===== src/rtl/bir_pkg.sv =====
package bir_pkg;

    localparam int SRC_DIM_W   = 9;
    localparam int DST_DIM_W   = 13;
    localparam int STEP_W      = 25;
    localparam int POS_W       = 12;
    localparam int PIX_W       = 8;
    localparam int CFG_IDX_W   = 3;
    localparam int CFG_DATA_W  = 25;
    localparam int DST_LIMIT   = 4096;
    localparam int QUEUE_DEPTH = 4;

    localparam logic OP_LOAD = 1'b0;
    localparam logic OP_EMIT = 1'b1;

    localparam logic [CFG_IDX_W-1:0] REG_SRC_WIDTH  = 3'd0;
    localparam logic [CFG_IDX_W-1:0] REG_SRC_HEIGHT = 3'd1;
    localparam logic [CFG_IDX_W-1:0] REG_DST_WIDTH  = 3'd2;
    localparam logic [CFG_IDX_W-1:0] REG_DST_HEIGHT = 3'd3;
    localparam logic [CFG_IDX_W-1:0] REG_STEP_X     = 3'd4;
    localparam logic [CFG_IDX_W-1:0] REG_STEP_Y     = 3'd5;

    localparam logic [SRC_DIM_W-1:0] SRC_DIM_RESET = 9'd256;
    localparam logic [DST_DIM_W-1:0] DST_DIM_RESET = 13'd256;
    localparam logic [STEP_W-1:0]    STEP_RESET    = 25'd65536;

    typedef struct packed {
        logic             emit;
        logic [PIX_W-1:0] pixel;
        logic [POS_W-1:0] col;
        logic [POS_W-1:0] row;
        logic             last;
    } cmd_t;

endpackage


===== src/rtl/bir_queue.sv =====
module bir_queue (
    input  logic          clk,
    input  logic          rst_n,
    input  logic          push,
    input  bir_pkg::cmd_t push_cmd,
    input  logic          pop,
    output bir_pkg::cmd_t head,
    output logic          full,
    output logic          empty
);

    import bir_pkg::*;

    localparam int PTR_W = $clog2(QUEUE_DEPTH);
    localparam int CNT_W = $clog2(QUEUE_DEPTH + 1);

    cmd_t             entry_reg [QUEUE_DEPTH];
    logic [PTR_W-1:0] wr_ptr_reg;
    logic [PTR_W-1:0] rd_ptr_reg;
    logic [CNT_W-1:0] count_reg;
    logic [PTR_W-1:0] wr_ptr_next;
    logic [PTR_W-1:0] rd_ptr_next;
    logic [CNT_W-1:0] count_next;

    assign full  = (count_reg == CNT_W'(QUEUE_DEPTH));
    assign empty = (count_reg == '0);
    assign head  = entry_reg[rd_ptr_reg];

    always_comb
    begin
        wr_ptr_next = wr_ptr_reg;
        rd_ptr_next = rd_ptr_reg;
        count_next  = count_reg;
        if (push)
        begin
            wr_ptr_next = (wr_ptr_reg == PTR_W'(QUEUE_DEPTH - 1)) ? '0
                                                                  : wr_ptr_reg + PTR_W'(1);
        end
        if (pop)
        begin
            rd_ptr_next = (rd_ptr_reg == PTR_W'(QUEUE_DEPTH - 1)) ? '0
                                                                  : rd_ptr_reg + PTR_W'(1);
        end
        if (push && !pop)
        begin
            count_next = count_reg + CNT_W'(1);
        end
        else if (pop && !push)
        begin
            count_next = count_reg - CNT_W'(1);
        end
    end

    always_ff @(posedge clk)
    begin
        if (push)
        begin
            entry_reg[wr_ptr_reg] <= push_cmd;
        end
    end

    always_ff @(posedge clk or negedge rst_n)
    begin
        if (!rst_n)
        begin
            wr_ptr_reg <= '0;
            rd_ptr_reg <= '0;
            count_reg  <= '0;
        end
        else
        begin
            wr_ptr_reg <= wr_ptr_next;
            rd_ptr_reg <= rd_ptr_next;
            count_reg  <= count_next;
        end
    end

endmodule


===== config.mk =====
export PLATFORM = sky130hd
export DESIGN_NAME = bir_queue
export DESIGN_NICKNAME = d
export VERILOG_FILES = /design/src/rtl/bir_pkg.sv /design/src/rtl/bir_queue.sv
export SDC_FILE = /design/constraint.sdc
export NUM_CORES = 1
export LEC_CHECK = 0
export BUFFER_PORTS_ARGS = -buffer_cell sky130_fd_sc_hd__buf_4
export CAP_MARGIN = 10
export CORE_MARGIN = 3
export CORE_UTILIZATION = 60
export DETAILED_ROUTE_END_ITERATION = 8
export GPL_TIMING_DRIVEN = 0
export PLACE_DENSITY_LB_ADDON = 0.15
export SLEW_MARGIN = 5
export SYNTH_ARGS = -nofsm -noshare
export SYNTH_HDL_FRONTEND = slang
export SYNTH_SLANG_ARGS = --single-unit

===== constraint.sdc =====
create_clock -name clk -period 3.8 [get_ports clk]
set_clock_uncertainty 0.15 [all_clocks]
set_input_delay 0.57 -clock clk [delete_from_list [all_inputs] [get_ports clk]]
set_output_delay 0.57 -clock clk [all_outputs]
set_load 0.1 [all_outputs]

==> key figures, run 1 <==
Outcome
  • Outcome: complete, no violations

Layout
  • Nets: ~360
  • Share of cells above drive strength 1: 0.458
  • Number of fill cells: ~390
  • Finished Core Util: 0.797
  • Layout area overhead: 25.6%
  • Ant. Diodes: 0
  • Storage cell area: roughly 0.0043 sq mm
  • Max reg flops: 136
  • Area of the multi-input gates: between 0.001 and 0.0015 sq mm

Global routing
  • Met1 usage: 0.263
  • Largest net degree at the start of global routing: 28
  • First-pass GRT wire length: around 15 mm
  • GRT Total Usage: 0.203
  • Remaining Overflow, GRT: 0
  • Busiest grt layer: met2
  • Initial antenna violation count: 0
  • Routing usage on met2: 0.322
  • Vias in the first global route: around 2700
  • M3 GR Usage: 0.0851

Timing
  • Fmax: between 300 and 400 MHz
  • Sum Neg Setup Slack: 0 ns
  • Final setup fails: 0
  • Slew Limit Fails: 0
  • Worst-margin pin slew: approximately 0.55 ns
  • Slew HR: 0.633
  • Tmin final: 2.75 ns
  • Final Cycle Share: 0.723
  • Final hold violations: 0
  • RSZ-0062 raised after global routing: false

Critical path
  • Critical Path Start Type: flop
  • Worst setup path class: reg2out
  • Crit path required time: 3.08 ns
  • Crit path launch: rd_ptr_reg[0]
  • Crit-path cells: buf_6 -> buf_12 -> mux4_2 -> buf_4
  • CP Max Fanout: 10
  • Max stage delay on crit path: about 0.54 ns
  • CP endpoint kind: output port
  • Largest delay share family, worst path: buffers and inverters
  • Buffers and inverters on the worst path: 3
  • Crit-path slowest cell: mux4_2
  • CP arrival: between 2 and 2.5 ns
  • Critical R2R Launch: wr_ptr_reg[1]

Route
  • Wire per inst: ~22 um
  • Drt first-iter violations: between 100 and 150
  • Via count: roughly 2500
  • Total wire length: about 9.4 mm
  • Antenna Nets Post-Route: 0
  • Vias per Instance: 5.76
  • Drt drc: 0
  • Pre-Repair DR Iteration Count: 4

Floorplan
  • Core Region: roughly 0.0085 sq mm
  • Die X: ~100 um
  • Die ar.: a little over 0.01 sq mm
  • Row Count: 33
  • Starting Density: 0.635
  • Die Height: about 100 um
  • # IOs: 74

Place
  • IO buf count: 73
  • DP HPWL: between 5 and 6 mm
  • RD Place Congestion: approximately 0.63

Synthesis
  • Avg Cell Area, Syn: ~25 sq um
  • Cell area after synthesis: ~0.0054 sq mm
  • Ys Warns: 0
  • FF+latch count, synth: roughly 140
  • Post-synthesis sequential area ratio: 0.792
  • Cells after Synth: about 220
  • Yosys cell types: 19
  • Syn Nets: between 200 and 300

CTS
  • CTS tree: built
  • Number of CTS-inserted buffers: 17
  • Reg clk slew, reported paths: roughly 0.060 ns
  • Setup bufs post-CTS: 0
  • Clock Tree Buf Depth: 2
  • Clock root cell: clkbuf_8
  • Clock sink count: roughly 140
  • Worst skew pair latency: around 0.50 ns
  • H-tree levels: 4

Hold path
  • Hold_sp: push_cmd[26]
  • HP Class: in2reg

Run
  • Max Cap Viol: 0
==> logic make-up after synthesis <==
group | Yosys count | synth area share
multiplexers | 37 | 0.153
AO/OA/AOI/OAI | 2 | 0.00186
buffers and inverters | 12 | 0.0198
adder cells (fa/ha/maj) | 7 | 0.0177
XOR/XNOR | 3 | 0.00489
flip-flops | 143 | 0.792
AND/OR/NAND/NOR | 11 | 0.0105
==> cells in the mapped netlist <==
library cell	n	area share
mux4_2	28	0.12
nor2_1	3	0.0021
xor2_1	2	0.0033
nand2_1	2	0.0014
inv_1	4	0.0028
ha_1	6	0.014
buf_2	4	0.0037
o21ai_0	2	0.0019
edfxtp_1	136	0.76
mux4_1	6	0.029
nor3_1	1	0.00093
and2_1	4	0.0047
nor3b_1	1	0.0014
dfrtp_1	7	0.033
mux2_2	3	0.0063
xnor2_1	1	0.0016
buf_12	3	0.011
buf_6	1	0.0021
fa_1	1	0.0037
==> final timing paths <==
check | endpoint | slack [ns] | depth (start not counted)
hold / removal | entry_reg[2][26] | 0.11 | 1
hold reg to reg | count_reg[2] | 0.36 | 1
setup reg to reg | entry_reg[1][4] | 1.96 | 4
max in group asynchronous | wr_ptr_reg[0] | 3.11 | 2
setup / recovery | head[10] | 1.05 | 4
min in group asynchronous | count_reg[2] | 0.26 | 2
==> routing by layer <==
layer / wire, um / up-vias
met5: 0 / -
met4: 40 / 0
met1: 3920 / 1283
li1: - / 1106
met3: 528 / 6
met2: 4950 / 82
==> layout make-up <==
type / instances / area share
Clock inverter: 12 / 0.0237
Timing Repair Buffer: 78 / 0.0968
Sequential cell: 143 / 0.631
Multi-Input combinational cell: 60 / 0.150
Tap cell: 105 / 0.0195
Clock buffer: 20 / 0.0630
Buffer: 8 / 0.0135
Inverter: 4 / 0.00222
==> placed cells by master, fill, tap and decap left out, drive strengths merged <==
cell,instances
o21ai,2
ha,6
xnor2,1
dlygate4sd3,1
nand2,2
clkbuf,20
nor2,3
dfrtp,7
clkinv,3
clkinvlp,4
fa,1
edfxtp,136
mux4,34
inv,6
and2,4
bufinv,3
mux2,3
buf,85
nor3,1
nor3b,1
xor2,2
==> what timing repair did <==
| item | in CTS | in global routing |
|---|---|---|
| endpoints found under the hold margin | 7 | 0 |
| resized for setup | 0 | 0 |
| hold buffers | 1 | 0 |
| setup endpoints to repair | 0 | 0 |
==> worst register-to-register path: cells and delay by family (launching register included) <==
family	cells	cell delay, ns
simple gates	1	0.49
buf+inv	2	0.35
fa+ha+maj	1	0.14
flops	1	0.40
==> stage by stage <==
stage	hold slack (ns)	std cells	area, sq um	setup slack, ns
floorplan	0.124	215	5380	0.427
global placement	0.238	393	6050	1.11
detailed placement	0.243	397	6150	1.58
CTS	0.0802	430	6750	1.02
global route	0.0706	430	6750	0.966
finish	0.106	430	6750	1.05
Power of run 1 is not shown: default switching activity piles up to over one toggle a cycle in this logic, so the estimate is an artifact.
==> run 2, diff against run 1 <==
--- a/config.mk
+++ b/config.mk
@@ -8,7 +8,7 @@
 export BUFFER_PORTS_ARGS = -buffer_cell sky130_fd_sc_hd__buf_4
 export CAP_MARGIN = 10
 export CORE_MARGIN = 3
-export CORE_UTILIZATION = 60
+export CORE_UTILIZATION = 51
 export DETAILED_ROUTE_END_ITERATION = 8
 export GPL_TIMING_DRIVEN = 0
 export PLACE_DENSITY_LB_ADDON = 0.15
==> constraint.sdc (replaced) <==
create_clock -name clk -period 2.4 [get_ports clk]
set_clock_uncertainty 0.15 [all_clocks]
set_input_delay 0.36 -clock clk [delete_from_list [all_inputs] [get_ports clk]]
set_output_delay 0.36 -clock clk [all_outputs]
set_load 0.1 [all_outputs]
==> key figures, run 2 (synthesis gave the netlist of run 1 again) <==
Critical path
  • Crit-path cells: buf_8 -> buf_12 -> mux4_2 -> buf_8
  • CP arrival: 1.96 ns (-0.07 ns)
  • Cell mode on critical path: buf_8
  • CP endpoint kind: output port
  • Largest delay share family, worst path: multiplexers
  • Buffers and inverters on the worst path: 3 (unchanged)
  • Critical Path Start Type: flop
  • Crit-path slowest cell: mux4_2
  • Flop2flop setup slack: 0.57 ns (-1.39 ns)
  • Max stage delay on crit path: 0.56 ns (+0.02 ns)
  • Critical R2R Launch: wr_ptr_reg[1]
  • Worst r2r dst: entry_reg[1][18]
  • Crit path required time: 1.89 ns (-1.19 ns)
  • CP Max Fanout: 10 (unchanged)
  • Worst R2R Path Depth: 4 (unchanged)
  • Crit path launch: rd_ptr_reg[0]
  • Worst setup path class: reg2out

Global routing
  • Met1 usage: 0.232 (-0.0308)
  • Vias in the first global route: 2825 (+6.2%)
  • Initial antenna violation count: 0 (unchanged)
  • Busiest grt layer: met2
  • Largest net degree at the start of global routing: 25 (-11%)
  • First-pass GRT wire length: 15.2 mm (+4.5%)
  • GRT Total Usage: 0.178 (-0.0250)
  • Routing usage on met2: 0.298 (-0.0236)
  • Remaining Overflow, GRT: 0 (unchanged)
  • M3 GR Usage: 0.0450 (-0.0401)

Layout
  • Share of cells above drive strength 1: 0.440 (-0.0189)
  • Layout area overhead: 38.4%
  • Max reg flops: 136 (unchanged)
  • Ant. Diodes: 0 (unchanged)
  • Finished Core Util: 0.744 (-0.0537)
  • Filler-free cell count of the finished design: 497 (+16%)
  • Commonest non-fill, non-tap cells in the layout: edfxtp_1, buf_4, dlygate4sd3_1
  • Nets: 397 (+11%)
  • Commonest non-fill, non-tap cell in the layout: edfxtp_1
  • Number of fill cells: 566 (+47%)

CTS
  • H-tree levels: 4 (unchanged)
  • Number of CTS-inserted buffers: 17 (unchanged)
  • Clock Tree Buf Depth: 2 (unchanged)
  • Reg clk slew, reported paths: 0.06 ns (about the same)
  • Worst skew pair latency: 0.50 ns (about the same)
  • Clock sink count: 143 (unchanged)
  • Clock root cell: clkbuf_8
  • CTS tree: built

Timing
  • Final hold violations: 0 (unchanged)
  • Final WS setup: -0.0728 ns (-1.12 ns)
  • Fmax: roughly 400 MHz
  • Slew HR: 0.657 (+0.0235)
  • RSZ-0062 raised after global routing: true
  • Final Cycle Share: 1.03
  • Final setup fails: 31 (+31)
  • Tmin final: 2.47 ns
  • Worst-margin pin slew: 0.515 ns (-0.0352 ns)
  • Sum Neg Setup Slack: -0.970 ns (-0.970 ns)
  • Slew Limit Fails: 0 (unchanged)

Route
  • Total wire length: 9.86 mm (+4.4%)
  • Drt first-iter violations: 121 (+12%)
  • Wire per inst: 19.8 um (-9.7%)
  • Antenna Nets Post-Route: 0 (unchanged)
  • Via count: 2630 (+6.2%)
  • Vias per Instance: 5.29 (-8.1%)
  • Pre-Repair DR Iteration Count: 4 (unchanged)
  • Drt drc: 0 (unchanged)

Floorplan
  • Core Region: 0.0100 sq mm (+18%)
  • Row Count: 36 (+9.1%)
  • Die Height: 109 um (+8.0%)
  • Starting Density: 0.538 (-0.0975)
  • # IOs: 74 (unchanged)
  • Die ar.: 0.0118 sq mm (+17%)
  • Die X: 109 um (+8.0%)

Run
  • Max Cap Viol: 0 (unchanged)

Place
  • DP HPWL: 5.66 mm (-1.9%)
  • IO buf count: 73 (unchanged)
  • RD Place Congestion: 0.671 (+6.8%)
  • Placed cells: 425 (+7.1%)

Outcome
  • Outcome: finished, violations left
  • Failing checks: setup timing

Hold path
  • HP Class: in2async
[run 2: cell types whose count changed in the layout (fill, tap and decap cells not counted), moves of 2 or more]
cell / before / now
buf_12: 5 / 12
mux4_1: 6 / 0
bufinv_16: 3 / 6
clkbuf_1: 3 / 1
dlygate4sd3_1: 1 / 37
clkinv_1: 0 / 2
clkinvlp_4: 4 / 1
buf_4: 73 / 44
buf_8: 0 / 5
buf_6: 1 / 25
inv_6: 2 / 0
buf_2: 4 / 1
mux4_2: 28 / 34
clkinv_2: 1 / 3
[run 2: final cells by class]
class / instances / area (sq um) / area share
clock inverters: 13 / 219 / 0.0294
inverters: 4 / 15.0 / 0.00202
multi-input cells: 60 / 1000 / 0.135
clock buffers: 18 / 418 / 0.0562
flip-flops and latches: 143 / 4260 / 0.573
repair buffers: 118 / 1250 / 0.168
well taps: 133 / 166 / 0.0224
plain buffers: 8 / 106 / 0.0143
[run 2: layer usage]
layer | up-vias | share of wire
met5 | - | 0
met4 | 0 | 0.0053
met3 | 6 | 0.037
met2 | 62 | 0.54
met1 | 1387 | 0.42
li1 | 1175 | -
[run 2: repair_timing]
item,CTS,global route
gates resized for setup,39,22
endpoints found under the hold margin,147,0
buffers inserted,1,3
hold buffers,37,0
setup endpoints to repair,34,34
[run 2: worst max path at each step]
stage                                  to  slack, ns  cells past startpoint
after floorplan                      full       0.21                      1
after global placement    entry_reg[0][2]      -0.27                      3
after detailed placement         head[23]       0.39                      4
after CTS                         head[0]      -0.12                      4
after global routing              head[0]      -0.14                      4
final                             head[0]      -0.07                      4
[run 2: per-stage QoR]
step	cell area, sq um	hold WS [ns]	setup slack [ns]
2_1_floorplan	5390	-0.0856	0.213
6_report	7440	0.0625	-0.0728
4_1_cts	7360	0.0350	-0.123
3_5_place_dp	6200	0.0295	0.386
5_1_grt	7440	0.0500	-0.144
3_3_place_gp	6100	0.0272	-0.272
Power of run 2 is left out for the same reason.
