===== src/rtl/bir_pkg.sv =====
package bir_pkg;

    localparam int SRC_DIM_W   = 9;
    localparam int DST_DIM_W   = 13;
    localparam int STEP_W      = 25;
    localparam int POS_W       = 12;
    localparam int PIX_W       = 8;
    localparam int CFG_IDX_W   = 3;
    localparam int CFG_DATA_W  = 25;
    localparam int DST_LIMIT   = 4096;
    localparam int QUEUE_DEPTH = 4;

    localparam logic OP_LOAD = 1'b0;
    localparam logic OP_EMIT = 1'b1;

    localparam logic [CFG_IDX_W-1:0] REG_SRC_WIDTH  = 3'd0;
    localparam logic [CFG_IDX_W-1:0] REG_SRC_HEIGHT = 3'd1;
    localparam logic [CFG_IDX_W-1:0] REG_DST_WIDTH  = 3'd2;
    localparam logic [CFG_IDX_W-1:0] REG_DST_HEIGHT = 3'd3;
    localparam logic [CFG_IDX_W-1:0] REG_STEP_X     = 3'd4;
    localparam logic [CFG_IDX_W-1:0] REG_STEP_Y     = 3'd5;

    localparam logic [SRC_DIM_W-1:0] SRC_DIM_RESET = 9'd256;
    localparam logic [DST_DIM_W-1:0] DST_DIM_RESET = 13'd256;
    localparam logic [STEP_W-1:0]    STEP_RESET    = 25'd65536;

    typedef struct packed {
        logic             emit;
        logic [PIX_W-1:0] pixel;
        logic [POS_W-1:0] col;
        logic [POS_W-1:0] row;
        logic             last;
    } cmd_t;

endpackage


===== src/rtl/bir_front.sv =====
module bir_front (
    input  logic                           clk,
    input  logic                           rst_n,
    input  logic                           in_valid,
    output logic                           in_stall,
    input  logic                           operation,
    input  logic [bir_pkg::PIX_W-1:0]      pixel_in,
    input  logic [bir_pkg::DST_DIM_W-1:0]  dw,
    input  logic [bir_pkg::DST_DIM_W-1:0]  dh,
    input  logic                           full,
    output logic                           push,
    output bir_pkg::cmd_t                  cmd
);

    import bir_pkg::*;

    logic [POS_W-1:0]     col_reg;
    logic [POS_W-1:0]     row_reg;
    logic [POS_W-1:0]     col_next;
    logic [POS_W-1:0]     row_next;
    logic [DST_DIM_W-1:0] col_cur;
    logic [DST_DIM_W-1:0] row_cur;
    logic [DST_DIM_W-1:0] col_inc;
    logic [DST_DIM_W-1:0] row_inc;
    logic                 last;

    assign in_stall = full;
    assign push     = in_valid && !full;

    // The current position is normalized first, in case the frame size was reduced.
    always_comb
    begin
        col_cur = {1'b0, col_reg};
        row_cur = {1'b0, row_reg};
        if (col_cur >= dw)
        begin
            col_cur = '0;
            row_cur = row_cur + DST_DIM_W'(1);
        end
        if (row_cur >= dh)
        begin
            row_cur = '0;
        end
        last = (col_cur == dw - DST_DIM_W'(1)) && (row_cur == dh - DST_DIM_W'(1));

        col_inc = col_cur + DST_DIM_W'(1);
        row_inc = row_cur;
        if (col_inc >= dw)
        begin
            col_inc = '0;
            row_inc = row_cur + DST_DIM_W'(1);
            if (row_inc >= dh)
            begin
                row_inc = '0;
            end
        end

        col_next = col_reg;
        row_next = row_reg;
        if (push && (operation == OP_EMIT))
        begin
            col_next = col_inc[POS_W-1:0];
            row_next = row_inc[POS_W-1:0];
        end
    end

    always_comb
    begin
        cmd.emit  = (operation == OP_EMIT);
        cmd.pixel = pixel_in;
        cmd.col   = col_cur[POS_W-1:0];
        cmd.row   = row_cur[POS_W-1:0];
        cmd.last  = last;
    end

    always_ff @(posedge clk or negedge rst_n)
    begin
        if (!rst_n)
        begin
            col_reg <= '0;
            row_reg <= '0;
        end
        else
        begin
            col_reg <= col_next;
            row_reg <= row_next;
        end
    end

endmodule


===== config.mk =====
export PLATFORM = sky130hd
export DESIGN_NAME = bir_front
export DESIGN_NICKNAME = d
export VERILOG_FILES = /design/src/rtl/bir_pkg.sv /design/src/rtl/bir_front.sv
export SDC_FILE = /design/constraint.sdc
export NUM_CORES = 1
export LEC_CHECK = 0
export BUFFER_PORTS_ARGS = -buffer_cell sky130_fd_sc_hd__buf_2
export CAP_MARGIN = 40
export CORE_AREA = 3 3 88 90
export CTS_CLUSTER_DIAMETER = 120
export DETAILED_ROUTE_END_ITERATION = 6
export DIE_AREA = 0 0 91 93
export PLACE_DENSITY = 0.95
export SYNTH_ARGS = -nofsm -noshare
export SYNTH_HDL_FRONTEND = slang
export SYNTH_SLANG_ARGS = --single-unit

===== constraint.sdc =====
create_clock -name clk -period 16.3 [get_ports clk]
set_input_delay 0 -clock clk [delete_from_list [all_inputs] [get_ports clk]]
set_output_delay 0 -clock clk [all_outputs]
set_load 0.01 [all_outputs]

==> impl_metrics.ini, run 1 <==
[min_path]
hold_path.class = in -> out
min_path_cells = 0
holdPathEnd = cmd[28]
min_from = pixel_in[3]

[logic_synthesis]
ys_async_sr_fraction_pct = 100.0
syn_area_um2 = 4443
ys_seq_area_share_pct = 13.52
yosysWarnings = 0
ys.flop_type = dfrtp_1
ys_seq_elements = 24
syn-num-nets = 680
synth_edf_count = 0
syn_area_per_cell_um2 = 7.582
synth.distinct_cells = 73
synthCells = 586

[setup_path]
required_ps = 16510
cp_slowest_stage_delay_ps = 680
end_kind = flip-flop
r2r_slack_ps = 9000
crit_type = reg -> reg
critPathMaxFanout = 26
worstPathCellList = ha_1, and4_1, a41oi_2, a21bo_4, nand3_4, xnor2_1, ha_1, nand2b_1, a31oi_1, o21ai_0, a21o_1, a2111oi_4, nand2_1, xnor2_1, ha_1, a21o_1, a21o_1, a2111oi_0, o211ai_1, a221o_1, nor2_1, nand3b_1, a31oi_1
startpoint_type = flip-flop
cpLargestDelayFamily = compound AO/OA/AOI/OAI gates
slowest_stage = a2111oi_4
arrival_ps = 7510
r2r-start = col_reg[5]
worst-path-buf-inv = 0
worst_r2r_path_depth = 23
r2r-end = row_reg[8]

[sta]
rsz0062_at_grt = false
final-setup-viol-count = 0
timing.fmax_ghz = 0.1370
clock_skew_ps = 2.041
hold_viol_final = 0
period_share_pct = 44.78
tightest_slew_ps = 789.3
fin_crit_ps = 7300
fin_tns_setup_ps = 0
maxSlewHeadroom_pct = 46.90
maxSlewViolCount = 0

[pwr]
p_leak_nw = 2.210
peakVddDrop_mv = 0.09759
power_density_nw_per_um2 = 94.35

[layout]
final_common_cell = buf_2
drive_gt1_share_pct = 13.67
fin_cells = 721
diodes = 0
final_cell_mix = buf_2, ha_1, nor2_1, nand2_1, xnor2_1
syn2layout_area_growth_pct = 8.392
layout.nets = 717
fillCellCount = 622

[placed_design]
dp.cells = 715
place_hpwl_um = 10410
place_congestion = 0.9569
port_buffers = 58

[global_routing]
grt_pass1_vias = 4553
grt_pass1_wl_um = 21910
overflow = 0
grt_max_degree = 27
grt.total_usage_pct = 31.10
antenna_found_initial = 0

[floorplanning]
die_h_um = 93
rows = 31
boundaryPins = 75
die_x_um = 91
core_area_um2 = 7137
dieArea_um2 = 8463
start_util_pct = 62.25

[clocking]
clockRootBuffer = clkbuf_8
holdBufCountCts = 1
cts_setup_buffers = 0
path_clk_slew_ps = 90
htree_levels = 1
clk_latency_ps = 280
cts_buffer_depth = 2
clock-sinks = 24
cts_tree = done
cts_resized = 0
cts-buffers-inserted = 3

[detailed_routing]
wl_per_cell_um = 18.36
vias = 4799
drc_errors = 0
wirelength_um = 13240
drt_first_pass_iters = 6
drtIter0Drc = 452
viasPerCell = 6.656
ant_nets = 0

[flow_run]
cap_violations = 0

[outcome]
status = complete, no violations
## worst max path at each step
stage,startpoint,to,depth (start not counted)
6_report,col_reg[5],row_reg[8],23
5_1_grt,col_reg[5],row_reg[8],23
4_1_cts,col_reg[5],row_reg[6],22
3_5_place_dp,col_reg[5],row_reg[8],24
3_3_place_gp,col_reg[5],row_reg[5],24
2_1_floorplan,col_reg[7],row_reg[7],25
## cells by family (layout without fill, tap and decap cells)
family,count (synthesis),count (layout),share of synthesized area (%)
XOR/XNOR,53,53,10.76
multiplexers,6,6,1.380
AO/OA/AOI/OAI,158,158,26.13
flip-flops,24,24,13.52
adder cells (fa/ha/maj),55,55,15.49
buffers and inverters,72,108,7.012
AND/OR/NAND/NOR,218,218,25.71
## metrics by stage
step	utilization, %	hold slack, ps	worst slack (ps)	power, mW	instance area, um^2
detailed placement	66.18	0.06862	9311	0.3883	4723
floorplan	-	-295.6	10400	0.3087	4443
global placement	66.08	0.06862	9589	0.3769	4716
finish	67.48	0.003893	9000	0.4544	4816
CTS	67.32	0.06862	9284	0.4452	4805
global route	67.48	0.01600	8565	0.4917	4816
## worst reg2reg max path: cells and delay by family (launching register included)
kind / cells / cell delay (ps)
DFF: 1 / 610
AOI/OAI and AO/OA: 12 / 3690
xor gates and xnor gates: 2 / 660
adders and majority gates: 3 / 930
and+or+nand+nor: 6 / 1320
## metal layers
| layer | GRT usage [%] | up-vias | wire length (um) | part of all wire, % |
|---|---|---|---|---|
| met5 | 0 | - | 0 | 0 |
| li1 | - | 2236 | - | - |
| met3 | 3.620 | 60 | 1125 | 8.5 |
| met1 | 38.93 | 2201 | 5252 | 40 |
| met4 | 14.07 | 0 | 567 | 4.3 |
| met2 | 53.71 | 302 | 6296 | 48 |
## where the power goes
part,internal [mW],switching (mW)
sequential,0.0738,0.0239
clock,0.0329,0.0223
combinational,0.119,0.182
## cell usage after synthesis, types with 7 or more instances
| cell | instances | share of area [%] |
|---|---|---|
| a21o_1 | 9 | 1.5 |
| a21oi_1 | 34 | 3.8 |
| a31oi_1 | 7 | 0.99 |
| and2_1 | 13 | 1.8 |
| and3_1 | 10 | 1.4 |
| buf_4 | 11 | 1.9 |
| clkbuf_1 | 18 | 1.5 |
| dfrtp_1 | 24 | 14 |
| ha_1 | 55 | 15 |
| inv_1 | 41 | 3.5 |
| nand2_1 | 50 | 4.2 |
| nand3_1 | 18 | 2.0 |
| nand4_1 | 13 | 1.8 |
| nor2_1 | 53 | 4.5 |
| nor3_1 | 12 | 1.4 |
| nor4_1 | 11 | 1.5 |
| o21a_1 | 8 | 1.4 |
| o21ai_0 | 26 | 2.9 |
| or4_1 | 7 | 1.2 |
| xnor2_1 | 44 | 8.7 |
| xor2_1 | 8 | 1.6 |
## area by class of cell
cell class | instances | area, um^2 | share of cell area [%]
repair buffers | 62 | 326.6 | 6.781
flip-flops and latches | 24 | 600.6 | 12.47
clock buffers | 3 | 41.29 | 0.8574
clock inverters | 1 | 30.03 | 0.6235
multi-input cells | 490 | 3536 | 73.42
well taps | 99 | 123.9 | 2.572
inverters | 42 | 157.7 | 3.274
(Power assumes the default switching activity.)
==> inputs of run 2 (changes only) <==
--- a/config.mk
+++ b/config.mk
@@ -7,11 +7,11 @@
 export LEC_CHECK = 0
 export BUFFER_PORTS_ARGS = -buffer_cell sky130_fd_sc_hd__buf_2
 export CAP_MARGIN = 40
-export CORE_AREA = 3 3 88 90
+export CORE_AREA = 3 3 91 93
 export CTS_CLUSTER_DIAMETER = 120
 export DETAILED_ROUTE_END_ITERATION = 6
-export DIE_AREA = 0 0 91 93
-export PLACE_DENSITY = 0.95
+export DIE_AREA = 0 0 94 96
+export PLACE_DENSITY = 0.91
 export SYNTH_ARGS = -nofsm -noshare
 export SYNTH_HDL_FRONTEND = slang
 export SYNTH_SLANG_ARGS = --single-unit
==> constraint.sdc (replaced) <==
create_clock -name clk -period 7.2 [get_ports clk]
set_input_delay 0 -clock clk [delete_from_list [all_inputs] [get_ports clk]]
set_output_delay 0 -clock clk [all_outputs]
set_load 0.01 [all_outputs]
==> run 2 against run 1 <==
  * Setup slack worse by 8400 ps
  * Power is 120% higher
  * Combinational power is 130% higher
  * Final cell count is 0.69% higher
  * Clock power is 51% higher
  * Flip-flop and latch count stayed put
  * Register-to-register slack worse by 8400 ps
  * Sequential power is 130% higher
  * Fmax is 10% higher
  * Utilization is 4.1 points lower
  * Largest power group unchanged
  * Highest routed layer unchanged
==> impl_metrics.ini, run 2 (synthesized netlist as in run 1, its figures left out) <==
[clocking]
clockRootBuffer = clkbuf_8
clk_latency_ps = 270
cts_buffer_depth = 2
clock-sinks = 24
cts-buffers-inserted = 3
path_clk_slew_ps = 90
cts_tree = done
htree_levels = 1

[detailed_routing]
vias = 4803
drtIter0Drc = 404
wirelength_um = 13560
ant_nets = 0
wl_per_cell_um = 18.68
viasPerCell = 6.616
drt_first_pass_iters = 5
drc_errors = 0

[setup_path]
startpoint_type = flip-flop
r2r-start = col_reg[4]
r2r_slack_ps = 580
worst_r2r_path_depth = 24
arrival_ps = 6820
r2r-end = row_reg[5]
critPathMaxFanout = 19
required_ps = 7400
crit_type = reg -> reg
end_kind = flip-flop

[floorplanning]
core_area_um2 = 7607
dieArea_um2 = 9024
boundaryPins = 75
die_x_um = 94
rows = 32
start_util_pct = 58.40
die_h_um = 96

[placed_design]
place_hpwl_um = 10790
port_buffers = 58
place_congestion = 0.9609

[sta]
rsz0062_at_grt = false
clock_skew_ps = 2.819
maxSlewHeadroom_pct = 46.37
tightest_slew_ps = 804.5
maxSlewViolCount = 0
period_share_pct = 91.98
fin_crit_ps = 6622
fin_tns_setup_ps = 0
hold_viol_final = 0
final-setup-viol-count = 0
timing.fmax_ghz = 0.1510

[global_routing]
use_met2_pct = 54.58
grt_max_degree = 27
antenna_found_initial = 0
gr-usage-met1_pct = 37.47
grt.busiest_layer = met2
grt_pass1_vias = 4655
grt_pass1_wl_um = 22210
overflow = 0
gr-usage-met3_pct = 2.737
grt.total_usage_pct = 30.62

[outcome]
status = complete, no violations

[layout]
final_cell_mix = buf_2, ha_1, nor2_1, nand2_1, xnor2_1
drive_gt1_share_pct = 14.42
final_common_cell = buf_2
layout.nets = 720
diodes = 0
syn2layout_area_growth_pct = 8.476

[pwr]
switching_share_pct = 51.84
power_density_nw_per_um2 = 207.1
internal_power_mw = 0.4808
pwr-share-comb_pct = 69.6
switchingPower_mw = 0.5176
power_mw = 0.9984
clkPwrFrac_pct = 8.4
p_seq_share_pct = 22.1
peakVddDrop_mv = 0.1357
p_leak_nw = 2.212

[min_path]
hold_path.class = in -> out
holdPathEnd = cmd[27]
min_path_cells = 0
min_from = pixel_in[2]

[flow_run]
cap_violations = 0
run 2: per-stage QoR:
stage	hold WS [ps]	util [%]	instances	worst slack (ps)	area (um^2)
detailed placement	0.06862	62.53	722	685.6	4757
global placement	0.06862	62.43	721	888.6	4750
global route	0.01666	63.36	726	47.52	4820
finish	0.004477	63.36	726	577.6	4820
floorplan	-295.6	-	586	1296	4443
CTS	0.06862	63.21	726	600.5	4808
run 2: worst max-delay path, stage by stage, from the launching register on:
cell and delay, ps:
dfrtp_1 510, ha_1 350, and3_1 220, o21ai_0 160, a21o_2 330, a311oi_1 440, xnor2_1 240, inv_1 100
ha_1 300, a21oi_1 160, o21a_1 220, o21ai_0 200, a21o_1 240, buf_4 220, nor2_1 360, xnor2_1 150
ha_1 310, a21o_1 160, a21o_1 170, a2111oi_0 390, o211ai_1 150, a221o_1 470, nor2_1 340, o211ai_1 160
a21oi_1 190
run 2: cell type report:
class	count	area (um^2)
sequential	24	600.6
inverter	42	157.7
timing repair buffer	65	345.3
tap	102	127.6
clock buffer	3	41.29
multi-input combinational	490	3547
fill	663	2788
run 2: timing repair:
action	CTS	global route
setup buffers	0	0
hold endpoints to repair	24	0
hold buffers	1	0
gates resized for setup	0	3
setup endpoints to repair	0	9
run 2: per-layer routing:
| layer | wire length [um] | share of wire (%) | vias up |
|---|---|---|---|
| li1 | - | - | 2250 |
| met2 | 6552 | 48 | 273 |
| met5 | 0 | 0 | - |
| met3 | 996 | 7.3 | 46 |
| met4 | 529 | 3.9 | 0 |
| met1 | 5483 | 40 | 2234 |
run 2: worst max-delay path by stage:
| stage | from | end | slack (ps) | depth (start not counted) |
|---|---|---|---|---|
| finish | col_reg[4] | row_reg[5] | 580 | 24 |
| global route | col_reg[5] | row_reg[5] | 50 | 25 |
| CTS | col_reg[5] | row_reg[5] | 600 | 23 |
| detailed placement | col_reg[5] | row_reg[5] | 690 | 23 |
| global placement | col_reg[5] | row_reg[5] | 890 | 23 |
| floorplan | col_reg[7] | row_reg[7] | 1300 | 25 |
run 2: power groups by stage:
stage	Sequential (mW)	Combinational [mW]	Clock [mW]
3_5_place_dp	0.221	0.669	0
4_1_cts	0.218	0.675	0.0859
3_3_place_gp	0.219	0.648	0
2_1_floorplan	0.196	0.503	0
6_report	0.220	0.695	0.0835
5_1_grt	0.226	0.771	0.0889
==> inputs of run 3 (changes only) <==
--- a/config.mk
+++ b/config.mk
@@ -11,7 +11,7 @@
 export CTS_CLUSTER_DIAMETER = 120
 export DETAILED_ROUTE_END_ITERATION = 6
 export DIE_AREA = 0 0 94 96
-export PLACE_DENSITY = 0.91
+export PLACE_DENSITY = 0.88
 export SYNTH_ARGS = -nofsm -noshare
 export SYNTH_HDL_FRONTEND = slang
 export SYNTH_SLANG_ARGS = --single-unit
==> run 3 against run 2 <==
  * Critical path depth fell by 1
  * Non-clock buffer count stayed put
  * Final cell count increased by 0.14%
  * Sequential share of layout area decreased by 0.074 points
  * Critical path type unchanged
  * Power increased by 4.4%
  * Die area stayed put
  * First-iteration DRC count down 9.2%
  * Global-route usage down 0.69 points
  * Clock-buffer cell count unchanged
==> impl_metrics.ini, run 3 (synthesized netlist as in run 1, its figures left out) <==
[setup_path]
crit_type = reg -> reg
startpoint_type = flip-flop
r2r-start = col_reg[5]
r2r-end = row_reg[7]
critPathMaxFanout = 19
arrival_ps = 6830
r2r_slack_ps = 570
required_ps = 7400
worst_r2r_path_depth = 23
end_kind = flip-flop

[clocking]
path_clk_slew_ps = 90
htree_levels = 1
cts_tree = done
cts-buffers-inserted = 3
clk_latency_ps = 280
clock-sinks = 24
cts_buffer_depth = 2
clockRootBuffer = clkbuf_8
cts_setup_buffers = 0

[pwr]
power_density_nw_per_um2 = 214.9
peakVddDrop_mv = 0.1726
p_leak_nw = 2.226

[floorplanning]
dieArea_um2 = 9024
rows = 32
die_h_um = 96
core_area_um2 = 7607
boundaryPins = 75
start_util_pct = 58.40
die_x_um = 94

[detailed_routing]
wirelength_um = 13370
viasPerCell = 6.586
ant_nets = 0
drtIter0Drc = 367
wl_per_cell_um = 18.38
vias = 4788
drc_errors = 0
drt_first_pass_iters = 5

[sta]
clock_skew_ps = 4.037
period_share_pct = 92.06
maxSlewHeadroom_pct = 42.19
fin_tns_setup_ps = 0
setup_ws_ps = 571.6
fin_crit_ps = 6628
maxSlewViolCount = 0
timing.fmax_ghz = 0.1509
rsz0062_at_grt = false
hold_slack_ps = 0.02186
final-setup-viol-count = 0
hold_viol_final = 0
tightest_slew_ps = 867.1

[min_path]
min_path_cells = 0
holdPathEnd = cmd[30]
hold_path.class = in -> out
min_from = pixel_in[5]

[outcome]
status = complete, no violations

[placed_design]
place_congestion = 1.025
dp_slack_ps = 661.4
place_hpwl_um = 10660
port_buffers = 58

[layout]
multi_input_area_um2 = 3538
syn2layout_area_growth_pct = 9.124
final_cell_mix = buf_2, ha_1, nor2_1, nand2_1, xnor2_1
final_common_cell = buf_2
layout.nets = 720
diodes = 0
drive_gt1_share_pct = 14.24
fillCellCount = 700
seqCellArea_um2 = 600.6

[global_routing]
overflow = 0
antenna_found_initial = 0
grt_max_degree = 27
grt_pass1_vias = 4453
grt.total_usage_pct = 29.93
grt_pass1_wl_um = 21710

[flow_run]
cap_violations = 0
==> run 3: area by class of cell <==
cell class	count	share of cell area (%)
multi-input combinational	490	72.98
sequential	24	12.39
timing repair buffer	65	7.277
inverter	42	3.252
tap	102	2.632
clock buffer	3	0.8516
clock inverter	1	0.6194
==> run 3: what timing repair did <==
action	CTS	global route
hold endpoints to repair	24	0
setup endpoints to repair	0	1
hold buffers	1	0
resized for setup	0	1
==> run 3: metrics by stage <==
stage	instances	instance area (um^2)	util (%)	total power, mW
6_report	727	4848	63.73	1.042
5_1_grt	727	4848	63.73	1.123
4_1_cts	727	4846	63.70	1.026
3_5_place_dp	722	4765	62.63	0.9006
3_3_place_gp	720	4742	62.34	0.8684
2_1_floorplan	586	4443	-	0.6988
==> run 3: how the worst max path moves through the flow <==
stage,startpoint,to,cells after the start
after floorplan,col_reg[7],row_reg[7],25
after global placement,col_reg[5],row_reg[5],25
after detailed placement,col_reg[5],row_reg[5],25
after CTS,col_reg[5],row_reg[5],25
after global routing,col_reg[5],row_reg[7],24
final,col_reg[5],row_reg[7],23
==> run 3: power breakdown <==
part | internal, mW | switching (mW) | total [mW]
Combinational | 0.279 | 0.422 | 0.701
Sequential | 0.167 | 0.0506 | 0.218
Clock | 0.0745 | 0.0488 | 0.123
Total | 0.521 | 0.521 | 1.04
==> run 3: metal layers <==
| metal | track usage [%] | up-vias | part of all wire (%) |
|---|---|---|---|
| met4 | 13.84 | 0 | 4.1 |
| met5 | 0 | - | 0 |
| li1 | - | 2254 | - |
| met3 | 3.127 | 54 | 7.7 |
| met1 | 37.76 | 2188 | 41 |
| met2 | 51.39 | 292 | 47 |
==> run 3: critical path, stage by stage (launching register included) <==
cell	delay, ps
dfrtp_1	520
ha_1	340
and4_1	240
a41oi_2	170
a21boi_1	270
nor3_2	90
o31ai_1	370
nand2_1	330
ha_1	290
a41o_1	230
a21oi_1	160
o21ai_0	180
a21o_1	240
buf_4	220
nor2_1	420
xnor2_1	170
ha_1	330
a21o_1	160
a21o_1	170
a2111oi_0	380
o211ai_1	150
a221o_1	480
or4_1	460
a31oi_1	180
